--- config.mk ---
export PLATFORM = sky130hd
export DESIGN_NAME = two_packet_pacing_shaper_top
export DESIGN_NICKNAME = d
export VERILOG_FILES = /design/src/rtl/tpps_pkg.sv /design/src/rtl/two_packet_pacing_shaper_top.sv /design/src/rtl/tpps_admit.sv /design/src/rtl/tpps_target.sv
export SDC_FILE = /design/constraint.sdc
export NUM_CORES = 2
export LEC_CHECK = 0
export ABC_CLOCK_PERIOD_IN_PS = 28300
export BUFFER_PORTS_ARGS = -buffer_cell sky130_fd_sc_hd__buf_4
export CORE_ASPECT_RATIO = 0.8
export CORE_MARGIN = 2
export CORE_UTILIZATION = 50
export DETAILED_ROUTE_END_ITERATION = 7
export PLACE_DENSITY = 0.67
export SLEW_MARGIN = 5
export SYNTH_ARGS = -nofsm -noshare
export SYNTH_HDL_FRONTEND = slang
export SYNTH_SLANG_ARGS = --single-unit
--- constraint.sdc ---
create_clock -name clock -period 28.3 [get_ports clock]
set_clock_uncertainty 0.2 [all_clocks]
set_input_delay 1.415 -clock clock [delete_from_list [all_inputs] [get_ports clock]]
set_output_delay 1.415 -clock clock [all_outputs]
set_load 0.02 [all_outputs]
--- src/rtl/tpps_pkg.sv ---
package tpps_pkg;

   localparam int SIZE_W  = 16;
   localparam int TIME_W  = 48;
   localparam int UNIT_W  = 48;
   localparam int FRAC_W  = 24;
   localparam int COUNT_W = SIZE_W + 1;
   localparam int PROD_W  = COUNT_W + UNIT_W;
   localparam int SPAN_W  = PROD_W - FRAC_W;

   localparam int REQ_DATA_W = 64;
   localparam int RSP_DATA_W = 104;
   localparam int CSR_IDX_W  = 1;

   localparam logic [CSR_IDX_W-1:0] CSR_RATE_MODE     = 1'd0;
   localparam logic [CSR_IDX_W-1:0] CSR_UNIT_INTERVAL = 1'd1;

   localparam logic MODE_BYTE   = 1'b0;
   localparam logic MODE_PACKET = 1'b1;

   // one admitted transaction, sized and ready for the timing stage
   typedef struct packed {
      logic [COUNT_W-1:0] count;
      logic [TIME_W-1:0]  now_us;
      logic               last_valid;
      logic               older_valid;
   } item_type;

   typedef struct packed {
      logic              send_now;
      logic [TIME_W-1:0] delay_us;
      logic [TIME_W-1:0] send_time_us;
   } result_type;

endpackage

--- src/rtl/two_packet_pacing_shaper_top.sv ---
// channel | dir | handshake           | payload
// req     | in  | req_tvalid/tready   | tdata: packet_size, now_us
// rsp     | out | rsp_tvalid/tready   | tdata: send_now, delay_us, send_time_us
// csr     | in  | csr_we (no ready)   | csr_index, csr_wdata
//
// One transaction per cycle sustained while rsp is not stalled; req reaches rsp
// through the admit register, then the target register that holds the result.
// The multiply, window add, clamp and compare run combinationally between the
// admit register and the result register; the send-time history closes there.
// Synchronous active-high reset clears history, valid flags and CSR registers; item and result data are not reset.
// A stalled rsp holds its result while one more req waits in the admit stage.
module two_packet_pacing_shaper_top
   import tpps_pkg::*;
(
   input  logic                   clock,
   input  logic                   reset,
   input  logic                   req_tvalid,
   output logic                   req_tready,
   input  logic [REQ_DATA_W-1:0]  req_tdata,   // packet_size[15:0], now_us[63:16]
   output logic                   rsp_tvalid,
   input  logic                   rsp_tready,
   output logic [RSP_DATA_W-1:0]  rsp_tdata,   // send_now[0], delay_us[48:1],
                                               // send_time_us[96:49], zero [103:97]
   input  logic                   csr_we,
   input  logic [CSR_IDX_W-1:0]   csr_index,
   input  logic [UNIT_W-1:0]      csr_wdata
);

   logic              rate_mode_ff, rate_mode_in;
   logic [UNIT_W-1:0] unit_ff, unit_in;
   logic              item_valid;
   logic              item_take;
   item_type          item;
   result_type        result;

   always_comb begin
      rate_mode_in = rate_mode_ff;
      unit_in      = unit_ff;
      if (csr_we) begin
         case (csr_index)
            CSR_RATE_MODE:     rate_mode_in = csr_wdata[0];
            CSR_UNIT_INTERVAL: unit_in      = csr_wdata;
            default: ;
         endcase
      end
   end

   always_ff @(posedge clock) begin
      if (reset) begin
         rate_mode_ff <= MODE_BYTE;
         unit_ff      <= '0;
      end else begin
         rate_mode_ff <= rate_mode_in;
         unit_ff      <= unit_in;
      end
   end

   tpps_admit u_admit (
      .clock       (clock),
      .reset       (reset),
      .rate_mode   (rate_mode_ff),
      .in_valid    (req_tvalid),
      .in_ready    (req_tready),
      .packet_size (req_tdata[SIZE_W-1:0]),
      .now_us      (req_tdata[SIZE_W+TIME_W-1:SIZE_W]),
      .item_valid  (item_valid),
      .item_take   (item_take),
      .item        (item)
   );

   tpps_target u_target (
      .clock         (clock),
      .reset         (reset),
      .unit_interval (unit_ff),
      .item_valid    (item_valid),
      .item_take     (item_take),
      .item          (item),
      .out_valid     (rsp_tvalid),
      .out_ready     (rsp_tready),
      .result        (result)
   );

   assign rsp_tdata = {{(RSP_DATA_W-1-2*TIME_W){1'b0}},
                       result.send_time_us, result.delay_us, result.send_now};

endmodule

--- src/rtl/tpps_admit.sv ---
module tpps_admit
   import tpps_pkg::*;
(
   input  logic                clock,
   input  logic                reset,
   input  logic                rate_mode,
   input  logic                in_valid,
   output logic                in_ready,
   input  logic [SIZE_W-1:0]   packet_size,
   input  logic [TIME_W-1:0]   now_us,
   output logic                item_valid,
   input  logic                item_take,
   output item_type            item
);

   logic               item_vld_ff, item_vld_in;
   item_type           item_ff, item_in;
   logic               seen1_ff, seen1_in;
   logic               seen2_ff, seen2_in;
   logic [SIZE_W-1:0]  last_size_ff, last_size_in;
   logic               accept;

   assign in_ready = !item_vld_ff || item_take;
   assign accept   = in_valid && in_ready;

   always_comb begin
      item_in.now_us      = now_us;
      item_in.last_valid  = seen1_ff;
      item_in.older_valid = seen2_ff;
      // span length: two-packet window once two earlier packets exist
      if (rate_mode == MODE_PACKET) begin
         item_in.count = seen2_ff ? COUNT_W'(2) : COUNT_W'(1);
      end else begin
         item_in.count = seen2_ff ? ({1'b0, packet_size} + {1'b0, last_size_ff})
                                  : {1'b0, packet_size};
      end
      item_vld_in  = accept ? 1'b1 : (item_take ? 1'b0 : item_vld_ff);
      seen1_in     = accept ? 1'b1 : seen1_ff;
      seen2_in     = accept ? seen1_ff : seen2_ff;
      last_size_in = accept ? packet_size : last_size_ff;
   end

   always_ff @(posedge clock) begin
      if (reset) begin
         item_vld_ff  <= 1'b0;
         seen1_ff     <= 1'b0;
         seen2_ff     <= 1'b0;
         last_size_ff <= '0;
      end else begin
         item_vld_ff  <= item_vld_in;
         seen1_ff     <= seen1_in;
         seen2_ff     <= seen2_in;
         last_size_ff <= last_size_in;
      end
   end

   always_ff @(posedge clock) begin
      if (accept) begin
         item_ff <= item_in;
      end
   end

   assign item_valid = item_vld_ff;
   assign item       = item_ff;

   a_older_needs_last: assert property (@(posedge clock) disable iff (reset)
      item_vld_ff && item_ff.older_valid |-> item_ff.last_valid)
      else $error("older packet flagged without a last packet");

   a_seen_order: assert property (@(posedge clock) disable iff (reset)
      seen2_ff |-> seen1_ff)
      else $error("history count out of order");

   a_hold_when_stalled: assert property (@(posedge clock) disable iff (reset)
      item_vld_ff && !item_take |=> item_vld_ff && $stable(item_ff))
      else $error("stalled item changed");

endmodule

--- src/rtl/tpps_target.sv ---
module tpps_target
   import tpps_pkg::*;
(
   input  logic                clock,
   input  logic                reset,
   input  logic [UNIT_W-1:0]   unit_interval,
   input  logic                item_valid,
   output logic                item_take,
   input  item_type            item,
   output logic                out_valid,
   input  logic                out_ready,
   output result_type          result
);

   logic [TIME_W-1:0] last_send_ff, last_send_in;
   logic [TIME_W-1:0] older_send_ff, older_send_in;
   logic              out_vld_ff, out_vld_in;
   result_type        result_ff, result_in;
   logic [PROD_W-1:0] product;
   logic [SPAN_W-1:0] span;
   logic [TIME_W-1:0] ref_time;
   logic [TIME_W:0]   sum;
   logic [TIME_W-1:0] target;

   assign item_take = item_valid && (!out_vld_ff || out_ready);

   always_comb begin
      product  = PROD_W'(item.count) * PROD_W'(unit_interval);
      span     = product[PROD_W-1:FRAC_W];
      ref_time = item.older_valid ? older_send_ff : last_send_ff;
      sum      = {1'b0, ref_time} + (TIME_W+1)'(span);
      // clamp to the top of the time counter
      target   = sum[TIME_W] ? {TIME_W{1'b1}} : sum[TIME_W-1:0];

      result_in.send_now     = 1'b1;
      result_in.delay_us     = '0;
      result_in.send_time_us = item.now_us;
      if (item.last_valid && (target > item.now_us)) begin
         result_in.send_now     = 1'b0;
         result_in.delay_us     = target - item.now_us;
         result_in.send_time_us = target;
      end

      out_vld_in    = item_take ? 1'b1 : (out_ready ? 1'b0 : out_vld_ff);
      older_send_in = item_take ? last_send_ff : older_send_ff;
      last_send_in  = item_take ? result_in.send_time_us : last_send_ff;
   end

   always_ff @(posedge clock) begin
      if (reset) begin
         out_vld_ff    <= 1'b0;
         last_send_ff  <= '0;
         older_send_ff <= '0;
      end else begin
         out_vld_ff    <= out_vld_in;
         last_send_ff  <= last_send_in;
         older_send_ff <= older_send_in;
      end
   end

   always_ff @(posedge clock) begin
      if (item_take) begin
         result_ff <= result_in;
      end
   end

   assign out_valid = out_vld_ff;
   assign result    = result_ff;

   a_now_means_no_delay: assert property (@(posedge clock) disable iff (reset)
      out_vld_ff && result_ff.send_now |-> result_ff.delay_us == '0)
      else $error("immediate send with nonzero delay");

   a_wait_means_delay: assert property (@(posedge clock) disable iff (reset)
      out_vld_ff && !result_ff.send_now |-> result_ff.delay_us != '0)
      else $error("held packet with zero delay");

   a_history_tracks_result: assert property (@(posedge clock) disable iff (reset)
      $past(item_take && !reset) |-> last_send_ff == result_ff.send_time_us)
      else $error("send time history out of step with result");

endmodule
==> run summary <==
Outcome
* completed — outcome

Clocking
* 2 — H-tree depth
* 329 — Clock Sinks
* 0 — Hold-fix buffers, CTS
* 0.59 ns — latest clock arrival within the worst-skew pair
* 0 — post-CTS setup buffer count
* 0.07 ns — Clk pin slew, worst setup/hold paths
* sky130_fd_sc_hd__clkbuf_16 — Clk Tree Root Cell
* yes — TritonCTS clock tree
* 3 — maximum number of buffers from clock root to sink
* 0 — Gates resized, CTS repair
* 38 — number of clock buffers inserted by TritonCTS

Timing
* 50.1% — period utilization
* 0 — final-report hold violation count
* 14.17 ns — Period minus WS final
* 0 — number of pins exceeding their max-slew limit in the final report
* 0 ns — final sum of negative setup slack
* 70.6 MHz — achievable clock frequency
* no — unrepaired setup endpoints after global routing
* 29.3% — normalized max-slew margin
* 0 — setup violation total in the final timing report
* 1.06 ns — Tightest Pin Transition

Synthesis
* 2.85% — XOR/XNOR Fraction of Synth Area
* 19.2% — register area share after synthesis
* 329 — FF+latch count, synth
* 32.2% — share of Yosys cell area claimed by the top area cell type
* 85 — count of cell types in the netlist
* 0.0429 mm^2 — Netlist Area Pre-Place
* sky130_fd_sc_hd__dfxtp_1 — predominant post-synthesis flop cell
* 9.92% — post-synthesis compound-gate area fraction
* 4931 — synthesized netlist cell count
* sky130_fd_sc_hd__fa_1 — post-synth top area cell
* 16.3% — simple-gate area share of the yosys netlist
* sky130_fd_sc_hd__fa_1 32%, sky130_fd_sc_hd__edfxtp_1 11%, sky130_fd_sc_hd__nand2_1 8.7% — top cells by area in the synthesized netlist
* adder cells — main combinational cell family by area after synthesis
* 0% — proportion of register bits with asynchronous set or reset after synthesis
* 39.3% — share of synthesized cell area in full adder, half adder and majority cells
* 1.53% — mux contribution to synthesized area
* 8.70 um^2 — syn avg cell area
* 0 — YS warnings
* 164 — number of synthesized flops with an enable pin

Route
* 6 — DR pass1 iterations
* 112000 um — total wire length
* 48600 um — met1 wire length
* 7160 um — met3 routed WL
* 18.3 um — routed length per instance
* 0 — remaining number of nets flagged by the antenna check after routing
* 54000 um — routed length on met2
* 5.39 — vias per cell
* 32999 — total via count after detailed routing
* 0 — # DRC
* met4 — Max Used Layer
* 2348 — Iteration-0 DRC Markers

Power
* 62.3 mW/mm^2 — pwr dens
* 19.2% — sequential cell fraction of total power
* 77.3 uV — peak supply drop
* 1.37 mW — Psw
* 62.8% — combinational cell fraction of total power
* 1.53 mW — internal power
* 47.1% — switching fraction of total power
* 22.3 nW — leakage
* 18.0% — clock share of power
* 2.90 mW — post-layout power

Critical path
* sky130_fd_sc_hd__dfxtp_1 — critical-path cell with the highest stage delay
* reg2reg — type of the worst setup path
* 9 — Bufs and invs on worst path
* unit_ff[31] — launch instance of the worst register-to-register path
* flop — critical path capture point type
* sky130_fd_sc_hd__fa_1 — CP most frequent cell
* u_target.last_send_ff[2] — critical register-to-register path endpoint
* 28.52 ns — critical path required time
* compound AO/OA/AOI/OAI gates — top cell family by delay on the critical path
* 62 — worst-path fanout max
* 14.13 ns — R2R setup slack
* 51 — cell depth of the worst flop-to-flop path
* 14.39 ns — arrival time at the worst endpoint
* 0.97 ns — longest individual stage delay on the worst path
* flop — category of the worst setup path launch point
* unit_ff[31] — Critical Path Source

Floorplan
* 266 um — die height
* 96 — Placement Rows
* 331 um — horizontal extent of the die
* 224 — I/O Pins
* 0.0854 mm^2 — Core Box Area
* 50.2% — Starting Density
* 0.0882 mm^2 — floorplan die area

Final layout
* 990 x sky130_fd_sc_hd__nand2_1, 950 x sky130_fd_sc_hd__inv_1, 690 x sky130_fd_sc_hd__fa_1 — commonest cells after routing, fill and taps aside
* 6119 — Layout Cells excl Fill
* 0.0465 mm^2 — cell area after layout
* 0.00823 mm^2 — FF+latch area
* 8.43% — area added between synthesis and finish
* 0.0300 mm^2 — area of combinational cells with multiple inputs
* 6013 — final-stage net count
* 8.85% — share of cells above drive strength 1
* sky130_fd_sc_hd__nand2_1 — most frequent standard cell in the layout excluding fill and tap cells
* 7848 — fillcell total
* 0 — final antenna diode count
* 54.5% — share of the core filled with cells in the final layout

Worst hold path
* reg2reg — worst min-delay path category
* u_target.older_send_ff[38] — Hold Path End
* 2 — worst hold path stage count
* u_target.older_send_ff[38] — critical hold path startpoint

Place
* 0.915 — routability congestion estimate
* 216 — count of input and output buffers
* 6050 — Placed Cells incl. Taps
* 84200 um — half-perimeter wire length after detailed placement
* 0.0452 mm^2 — area after detailed placement

GRT
* 2 — initial antenna violation count
* 0 — grt ovf
* 25.7% — global-route usage over all layers
* 180000 um — wire length of the first global-routing pass
* 33214 — vias in the first global route
* 114 — largest net degree at the start of global routing

Run
* 0 — count of maximum capacitance violations

-- cells by family (layout without fill, tap and decap cells) --
kind of cell | count (synthesis) | in the layout
adders and majority gates | 932 | 932
other | 1 | 7
DFF | 329 | 329
and+or+nand+nor | 1582 | 1582
AOI/OAI and AO/OA | 658 | 658
muxes | 60 | 60
buffers and inverters | 1231 | 1286
xor gates and xnor gates | 138 | 138
-- cell usage after synthesis, types with 31 or more instances --
library cell	instances
sky130_fd_sc_hd__a21o_1	89
sky130_fd_sc_hd__ha_1	242
sky130_fd_sc_hd__mux2_2	43
sky130_fd_sc_hd__dfxtp_1	165
sky130_fd_sc_hd__o21ai_0	78
sky130_fd_sc_hd__fa_1	690
sky130_fd_sc_hd__a21oi_1	301
sky130_fd_sc_hd__xor2_1	58
sky130_fd_sc_hd__nand4_1	31
sky130_fd_sc_hd__clkbuf_1	238
sky130_fd_sc_hd__xnor2_1	78
sky130_fd_sc_hd__and2_1	234
sky130_fd_sc_hd__inv_1	950
sky130_fd_sc_hd__nor2_1	162
sky130_fd_sc_hd__edfxtp_1	164
sky130_fd_sc_hd__nand2_1	991
-- metal layers --
| metal | track usage [%] | vias to the layer above |
|---|---|---|
| li1 | - | 15204 |
| met1 | 35.4 | 16625 |
| met2 | 43.3 | 1030 |
| met3 | 3.49 | 140 |
| met4 | 6.07 | 0 |
| met5 | 0 | - |
-- metrics by stage --
| step | setup slack (ns) | hold WS (ns) |
|---|---|---|
| floorplan | 16.52 | 0.206 |
| global placement | 14.60 | 0.238 |
| detailed placement | 14.33 | 0.243 |
| CTS | 14.28 | 0.253 |
| global route | 13.20 | 0.269 |
| finish | 14.13 | 0.252 |
-- power groups by stage --
| stage | Clock, mW | Combinational [mW] | Sequential [mW] |
|---|---|---|---|
| after detailed placement | 0 | 1.80 | 0.567 |
| after floorplan | 0 | 1.34 | 0.562 |
| after global routing | 0.550 | 2.01 | 0.560 |
| final | 0.522 | 1.82 | 0.557 |
| after global placement | 0 | 1.78 | 0.567 |
| after CTS | 0.535 | 1.81 | 0.557 |
-- final cells by class --
cell class	instances	share of cell area, %
tap	1127	3.03
clock inverter	20	0.503
timing repair buffer	264	4.27
sequential	329	17.7
inverter	953	7.71
clock buffer	49	2.27
multi-input combinational	3377	64.5
-- worst max-delay path by stage --
stage	to	cells after the start
after floorplan	u_target.result[90]	53
after global placement	u_target.last_send_ff[3]	51
after detailed placement	u_target.last_send_ff[2]	50
after CTS	u_target.last_send_ff[2]	51
after global routing	u_target.last_send_ff[41]	52
final	u_target.last_send_ff[2]	51
-- worst register-to-register path, delay by kind of cell (launching register included) --
| kind | cells | cell delay [ns] |
|---|---|---|
| DFF | 1 | 0.97 |
| adders and majority gates | 9 | 4.16 |
| and+or+nand+nor | 8 | 1.13 |
| xor gates and xnor gates | 1 | 0.15 |
| AOI/OAI and AO/OA | 24 | 5.43 |
| buffers and inverters | 9 | 1.95 |
-- state kept, by name (all words and copies together) (netlist names) --
register,count
u_target.result,97
u_admit.item,67
u_target.last_send_ff,48
u_target.older_send_ff,48
unit_ff,48
u_admit.last_size_ff,16
rate_mode_ff,1
u_admit.item_valid,1
u_admit.seen1_ff,1
u_admit.seen2_ff,1
u_target.out_valid,1
No activity file was read; power rests on OpenSTA's default activity.
